===== config.mk =====
export PLATFORM = sky130hd
export DESIGN_NAME = hysteresis_thermostat
export DESIGN_NICKNAME = d
export VERILOG_FILES = /design/src/hyst_pkg.sv /design/src/hysteresis_thermostat.sv
export SDC_FILE = /design/constraint.sdc
export NUM_CORES = 1
export LEC_CHECK = 0
export BUFFER_PORTS_ARGS = -buffer_cell sky130_fd_sc_hd__buf_2
export CAP_MARGIN = 0
export CORE_AREA = 4 4 112 220
export CTS_BUF_LIST = sky130_fd_sc_hd__clkbuf_4
export DETAILED_ROUTE_END_ITERATION = 8
export DIE_AREA = 0 0 116 224
export GPL_TIMING_DRIVEN = 0
export HOLD_SLACK_MARGIN = 0.1
export SKIP_CTS_REPAIR_TIMING = 1
export SYNTH_ARGS = -nofsm -noshare
export SYNTH_HDL_FRONTEND = slang
export SYNTH_SLANG_ARGS = --single-unit

===== constraint.sdc =====
create_clock -name clk -period 10.3 [get_ports clk]
set_input_delay 1.545 -clock clk [delete_from_list [all_inputs] [get_ports clk]]
set_output_delay 1.545 -clock clk [all_outputs]
set_load 0.05 [all_outputs]

===== src/hyst_pkg.sv =====
package hyst_pkg;

  typedef enum logic [1:0] {
    MODE_NORMAL = 2'd0,
    MODE_HEAT   = 2'd1,
    MODE_COOL   = 2'd2
  } mode_t;

  localparam logic [1:0] OP_SAMPLE = 2'd0;
  localparam logic [1:0] OP_RAISE  = 2'd1;
  localparam logic [1:0] OP_LOWER  = 2'd2;

  localparam logic [2:0] REG_FORCED_HEAT_LEVEL = 3'd0;
  localparam logic [2:0] REG_BAND              = 3'd1;
  localparam logic [2:0] REG_SETPOINT_STEP     = 3'd2;
  localparam logic [2:0] REG_SETPOINT_MAX      = 3'd3;
  localparam logic [2:0] REG_SETPOINT_MIN      = 3'd4;

  localparam int unsigned TEMP_W  = 16;
  localparam int unsigned FHL_W   = 12;
  localparam int unsigned BAND_W  = 8;
  localparam int unsigned STEP_W  = 8;
  localparam int unsigned SP_W    = 11;
  localparam int unsigned CFG_W   = 12;
  localparam int unsigned CFG_IDX_W = 3;

  localparam logic signed [FHL_W-1:0] FORCED_HEAT_LEVEL_RST = 12'sd95;
  localparam logic [BAND_W-1:0]       BAND_RST              = 8'd5;
  localparam logic [STEP_W-1:0]       SETPOINT_STEP_RST     = 8'd5;
  localparam logic [SP_W-1:0]         SETPOINT_MAX_RST      = 11'd390;
  localparam logic [SP_W-1:0]         SETPOINT_MIN_RST      = 11'd100;
  localparam logic [SP_W-1:0]         SET_POINT_RST         = 11'd220;

  // sixteenths to tenths, truncated
  function automatic logic [3:0] frac_tenths(input logic [3:0] f);
    logic [7:0] p;
    p = {4'd0, f} * 8'd10;
    return p[7:4];
  endfunction

  // raw two's complement sixteenths to signed tenths
  function automatic logic signed [TEMP_W-1:0] to_tenths(input logic [15:0] raw);
    logic        neg;
    logic [15:0] mag;
    logic [15:0] t;
    neg = raw[15];
    mag = neg ? 16'(~raw + 16'd1) : raw;
    t   = 16'({4'd0, mag[15:4]} * 16'd10) + {12'd0, frac_tenths(mag[3:0])};
    return neg ? $signed(16'(-t)) : $signed(t);
  endfunction

endpackage


===== src/hysteresis_thermostat.sv =====
// Heat/cool thermostat with hysteresis. Each command beat is a sensor sample
// (converted from sixteenths to tenths of a degree, then run through the
// regulator) or a raise/lower of the set point by setpoint_step, clamped to
// setpoint_max/setpoint_min. Every command gives exactly one result beat with
// the mode and set point after it. A command beat can be taken every cycle;
// the result beat passes through the input stage (conversion) and then the
// result stage (regulation and set point update), and the command side stalls
// only while both stages hold a beat and res_ready is low.
// Configuration writes are taken at once (cfg_ready is always high) and are
// meant for an idle block.
module hysteresis_thermostat
  import hyst_pkg::*;
(
  input  logic                        clk,
  input  logic                        rst,
  input  logic                        cfg_valid,
  output logic                        cfg_ready,
  input  logic [CFG_IDX_W-1:0]        cfg_index,
  input  logic [CFG_W-1:0]            cfg_data,
  input  logic                        cmd_valid,
  output logic                        cmd_ready,
  input  logic [1:0]                  opcode,
  input  logic [15:0]                 sensor_raw,
  output logic                        res_valid,
  input  logic                        res_ready,
  output logic [1:0]                  mode,
  output logic                        mode_changed,
  output logic signed [TEMP_W-1:0]    measured_tenths,
  output logic [SP_W-1:0]             set_point
);

  logic signed [FHL_W-1:0] forced_heat_level;
  logic [BAND_W-1:0]       band;
  logic [STEP_W-1:0]       setpoint_step;
  logic [SP_W-1:0]         setpoint_max;
  logic [SP_W-1:0]         setpoint_min;

  mode_t                   mode_reg, mode_next;
  logic [SP_W-1:0]         set_point_reg, set_point_next;

  logic                    s1_valid;
  logic [1:0]              s1_op;
  logic signed [TEMP_W-1:0] s1_meas;

  logic                    advance;
  logic signed [TEMP_W:0]  gap;
  logic signed [TEMP_W:0]  band_s;
  logic                    forced;
  logic [SP_W:0]           raised;
  logic signed [SP_W+1:0]  lowered;

  assign cfg_ready = 1'b1;
  assign advance   = s1_valid && (!res_valid || res_ready);
  assign cmd_ready = !s1_valid || advance;

  // state after a step is what the result shows
  assign mode      = mode_reg;
  assign set_point = set_point_reg;

  always_ff @(posedge clk) begin
    if (rst) begin
      forced_heat_level <= FORCED_HEAT_LEVEL_RST;
      band              <= BAND_RST;
      setpoint_step     <= SETPOINT_STEP_RST;
      setpoint_max      <= SETPOINT_MAX_RST;
      setpoint_min      <= SETPOINT_MIN_RST;
    end else if (cfg_valid && cfg_ready) begin
      unique case (cfg_index)
        REG_FORCED_HEAT_LEVEL: forced_heat_level <= $signed(cfg_data[FHL_W-1:0]);
        REG_BAND:              band              <= cfg_data[BAND_W-1:0];
        REG_SETPOINT_STEP:     setpoint_step     <= cfg_data[STEP_W-1:0];
        REG_SETPOINT_MAX:      setpoint_max      <= cfg_data[SP_W-1:0];
        REG_SETPOINT_MIN:      setpoint_min      <= cfg_data[SP_W-1:0];
        default: ;
      endcase
    end
  end

  // input stage: conversion
  always_ff @(posedge clk) begin
    if (rst) begin
      s1_valid <= 1'b0;
    end else if (cmd_ready) begin
      s1_valid <= cmd_valid;
    end
    if (cmd_valid && cmd_ready) begin
      s1_op   <= opcode;
      s1_meas <= (opcode == OP_SAMPLE) ? to_tenths(sensor_raw) : '0;
    end
  end

  assign gap     = $signed({{(TEMP_W+1-SP_W){1'b0}}, set_point_reg})
                 - $signed({s1_meas[TEMP_W-1], s1_meas});
  assign band_s  = $signed({{(TEMP_W+1-BAND_W){1'b0}}, band});
  assign forced  = s1_meas <= TEMP_W'(forced_heat_level);
  assign raised  = {1'b0, set_point_reg} + {{(SP_W+1-STEP_W){1'b0}}, setpoint_step};
  assign lowered = $signed({2'b00, set_point_reg})
                 - $signed({{(SP_W+2-STEP_W){1'b0}}, setpoint_step});

  always_comb begin
    mode_next      = mode_reg;
    set_point_next = set_point_reg;
    unique case (s1_op)
      OP_SAMPLE: begin
        if (forced) begin
          mode_next = MODE_HEAT;
        end else begin
          unique case (mode_reg)
            MODE_NORMAL: begin
              if (gap > 0 && gap >= band_s) begin
                mode_next = MODE_HEAT;
              end else if (gap <= 0 && gap <= -band_s) begin
                mode_next = MODE_COOL;
              end
            end
            MODE_HEAT: if (gap <= 0) mode_next = MODE_NORMAL;
            MODE_COOL: if (gap >= 0) mode_next = MODE_NORMAL;
            default: ;
          endcase
        end
      end
      OP_RAISE: begin
        set_point_next = (raised > {1'b0, setpoint_max}) ? setpoint_max : raised[SP_W-1:0];
      end
      OP_LOWER: begin
        set_point_next = (lowered < $signed({2'b00, setpoint_min})) ? setpoint_min
                       : lowered[SP_W-1:0];
      end
      default: ;
    endcase
  end

  // result stage: regulation and set point
  always_ff @(posedge clk) begin
    if (rst) begin
      res_valid     <= 1'b0;
      mode_reg      <= MODE_NORMAL;
      set_point_reg <= SET_POINT_RST;
    end else begin
      if (res_ready || !res_valid) begin
        res_valid <= s1_valid;
      end
      if (advance) begin
        mode_reg      <= mode_next;
        set_point_reg <= set_point_next;
      end
    end
    if (advance) begin
      mode_changed    <= (mode_next != mode_reg);
      measured_tenths <= s1_meas;
    end
  end

  a_no_mode_change_on_setpoint: assert property (@(posedge clk) disable iff (rst)
    advance && s1_op != OP_SAMPLE |=> !mode_changed && measured_tenths == 0)
    else $error("set point command changed mode or measurement");

  a_forced_heat: assert property (@(posedge clk) disable iff (rst)
    advance && s1_op == OP_SAMPLE && forced |=> mode == MODE_HEAT)
    else $error("forced heat level not honored");

  a_sample_keeps_setpoint: assert property (@(posedge clk) disable iff (rst)
    advance && s1_op == OP_SAMPLE |=> set_point == $past(set_point_reg))
    else $error("sample changed set point");

  a_stall_only_when_full: assert property (@(posedge clk) disable iff (rst)
    !cmd_ready |-> s1_valid && res_valid && !res_ready)
    else $error("command side stalled with room in the pipe");

endmodule


==> run metrics <==
number of global-route vias before repair 8173; initial core utilization 0.396; fraction of final layout cells with drive strength greater than 1 0.105; overall die area ~26000 um^2; buffers added on ports approximately 70; clock buffer depth 2; Max-Cap Viols 0; Mapped Area ~9000 um^2; first-iteration detailed-routing DRC count about 340; worst-path maximum fanout 10; Synth cell types 87; count of unresolved DRC violations after routing 0; horizontal extent of the die roughly 120 um; outcome complete, no violations; Tightest Hold Check Type flip-flop to flip-flop; count of mapped cells out of synthesis 1094; transition at the pin with the smallest max-transition slack around 1200 ps; flop and latch count out of synthesis 100; Detailed Route WL 27.0 mm; Die Ht between 200 and 250 um; registers with the most flip-flops measured_tenths (16), s1_meas (16), forced_heat_level (12); share of the cycle needed by the critical path after routing 0.594; setup TNS after final layout 0 ps; Area Growth Syn to Fin 9.47%; primary flip-flop cell chosen by synthesis mapping sky130_fd_sc_hd__dfxtp_1; cell area after placement just under 10000 um^2; remaining max-slew budget at the tightest pin 0.190; DR vias/cell 5.59; Remaining Overflow, GRT 0; Critical Path Max Stage Delay ~500 ps; start-to-end type of the worst setup path input pin to flip-flop; Post-Route Skew roughly 27 ps; # nets final between 1000 and 1500; clock-pin slew on the worst setup and hold paths between 150 and 200 ps; post-layout util 0.433; CTS tree built; number of nets with antenna violations after routing 0; power density over the cells 141 nW/um^2; most frequent cells in the layout 128 x sky130_fd_sc_hd__nand2_1, 120 x sky130_fd_sc_hd__ha_1, 91 x sky130_fd_sc_hd__inv_1, 83 x sky130_fd_sc_hd__a21oi_1, 82 x sky130_fd_sc_hd__nor2_1; placement row count 78; Req. time, crit path 10590 ps; number of top-level pins just over 70; Crit-path slowest cell sky130_fd_sc_hd__buf_1; router iterations before antenna repair 7; static power due to leakage approximately 4.1 nW; depth of the CTS H-tree 3; setup repair after global routing missed its margin no; number of fill cells in the layout about 2400; final critical delay including setup and external delays slightly above 6000 ps; pin count of the biggest net entering global routing 24; Crit path buffers/inverters 3; number of antenna violations at the first check in global routing 1; Yosys warning total 0; area of the core 22800 um^2; routed length on met3 754 um; placed wire-length estimate 22.4 mm; async set-reset flop share out of synthesis 0; Fmax achieved approximately 160 MHz; synthesized area per cell approximately 8.3 um^2; root buf cell sky130_fd_sc_hd__clkbuf_4; Peak VDD IR approximately 0.000067 V; number of vias in the routed layout 8162; clock latency at the later pin of the worst-skew pair 530 ps; most common cell after layout, fill and taps aside sky130_fd_sc_hd__nand2_1; critical path data arrival time between 6000 and 7000 ps; number of setup violations in the final report 0; startpoint types input pin; met1 wire length roughly 9.5 mm; sequential element share of the synthesized area 0.260; sum of met2 wire segment lengths after detailed routing 15.0 mm; crit end category flip-flop; total number of clock tree sinks 100; RD Place Congestion between 0.9 and 1; Num CTS Buffers 9; post-route cell area approximately 9900 um^2; number of hold violations in the final report 0; CP cell instances buf_2 > clkbuf_1 > buf_1 > o21ai_0 > ha_1 > ha_1 > fa_1 > xnor2_1 > ha_1 > and3_1 > nor2_1 > mux2i_1 > a31o_2 > and2_1 > o21ai_1 > o41ai_2 > xnor2_1 > nor2b_1; number of enable-type register cells in the synthesized netlist 35; Synthesized Nets about 1300; Most Frequent Cell on Critical Path sky130_fd_sc_hd__ha_1; Final Max Slew Viols 0; overall track demand over capacity in global routing 0.212; global-route wire length before repair between 40 and 50 mm; mean routed wirelength per cell about 19 um; cell class contributing the biggest share of worst-path delay adder cells; highest metal layer with signal wires met4
==> routing by layer <==
| metal | global-route usage | vias up |
|---|---|---|
| li1 | - | 4070 |
| met1 | 0.205 | 3846 |
| met2 | 0.412 | 169 |
| met3 | 0.0249 | 77 |
| met4 | 0.126 | 0 |
| met5 | 0 | - |
==> report_power, final <==
group          switching, mW  leakage, nW  internal [mW]  total, mW
clock network          0.159       0.0881         0.0819      0.241
registers             0.0304        0.871          0.436      0.466
logic                  0.415         3.17          0.275      0.690
==> cell usage after synthesis (5+ instances only) <==
library cell | number | share of area
sky130_fd_sc_hd__inv_1 | 91 | 0.038
sky130_fd_sc_hd__nand4_1 | 7 | 0.0048
sky130_fd_sc_hd__edfxtp_1 | 35 | 0.12
sky130_fd_sc_hd__xnor2_1 | 51 | 0.049
sky130_fd_sc_hd__o31ai_1 | 8 | 0.0066
sky130_fd_sc_hd__xor2_1 | 14 | 0.014
sky130_fd_sc_hd__ha_1 | 120 | 0.17
sky130_fd_sc_hd__o21ai_0 | 43 | 0.024
sky130_fd_sc_hd__nand2_1 | 128 | 0.053
sky130_fd_sc_hd__a21o_1 | 15 | 0.012
sky130_fd_sc_hd__o21a_1 | 19 | 0.016
sky130_fd_sc_hd__and3_1 | 10 | 0.0069
sky130_fd_sc_hd__a31oi_1 | 10 | 0.0069
sky130_fd_sc_hd__a211oi_1 | 10 | 0.0083
sky130_fd_sc_hd__o2111ai_1 | 6 | 0.0058
sky130_fd_sc_hd__nand3_1 | 27 | 0.015
sky130_fd_sc_hd__and2_1 | 12 | 0.0083
sky130_fd_sc_hd__o211ai_1 | 22 | 0.018
sky130_fd_sc_hd__clkbuf_1 | 30 | 0.012
sky130_fd_sc_hd__nor4_1 | 10 | 0.0069
sky130_fd_sc_hd__nor3b_1 | 5 | 0.0042
sky130_fd_sc_hd__a21boi_0 | 6 | 0.0050
sky130_fd_sc_hd__a2111oi_0 | 5 | 0.0048
sky130_fd_sc_hd__or2_2 | 6 | 0.0042
sky130_fd_sc_hd__mux2i_1 | 17 | 0.019
sky130_fd_sc_hd__nor2_1 | 82 | 0.034
sky130_fd_sc_hd__dfxtp_1 | 65 | 0.14
sky130_fd_sc_hd__nand2b_1 | 10 | 0.0069
sky130_fd_sc_hd__nor2b_1 | 19 | 0.013
sky130_fd_sc_hd__nor3_1 | 24 | 0.013
sky130_fd_sc_hd__a21oi_1 | 83 | 0.046
sky130_fd_sc_hd__fa_1 | 6 | 0.013
==> through the flow <==
stage          setup slack, ps  cells  hold slack (ps)  total power, mW
2_1_floorplan             4650   1094              436            0.994
3_3_place_gp              3590   1442              444             1.15
3_5_place_dp              3600   1442              448             1.16
4_1_cts                   4170   1458              469             1.41
5_1_grt                   3820   1459              488             1.50
6_report                  4190   1459              469             1.40
==> final timing paths <==
path | from | cells past startpoint | slack (ps) | end
worst min register to register | setpoint_min[3] | 2 | 470 | setpoint_min[3]
worst max-delay path | sensor_raw[15] | 18 | 4190 | s1_meas[14]
worst min-delay path | setpoint_min[3] | 2 | 470 | setpoint_min[3]
worst max register to register | set_point[0] | 18 | 4900 | set_point[4]
==> tightest hold or removal path: cells and delay by family, from the launching register on <==
kind / cells / cell delay, ps
flops: 1 / 340
simple gates: 1 / 50
compound gates: 1 / 50
==> layout make-up <==
class,instances,area (um^2),area share
Timing Repair Buffer,68,340,0.0344
Tap cell,280,350,0.0354
Clock buffer,9,67.6,0.00683
Antenna cell,1,2.50,0.000253
Sequential cell,100,2350,0.238
Multi-Input combinational cell,867,6200,0.626
Inverter,92,345,0.0349
Buffer,35,144,0.0145
Clock inverter,7,95.1,0.00961
==> cells by family (layout without fill, tap and decap cells) <==
family,after synthesis,after routing,synth area share
buffers and inverters,127,211,0.0541
AO/OA/AOI/OAI,277,277,0.204
multiplexers,19,19,0.0213
other,1,2,0.000415
adder cells (fa/ha/maj),126,126,0.179
AND/OR/NAND/NOR,373,373,0.207
XOR/XNOR,71,71,0.0738
flip-flops,100,100,0.260
No activity file was read; power rests on OpenSTA's default activity.
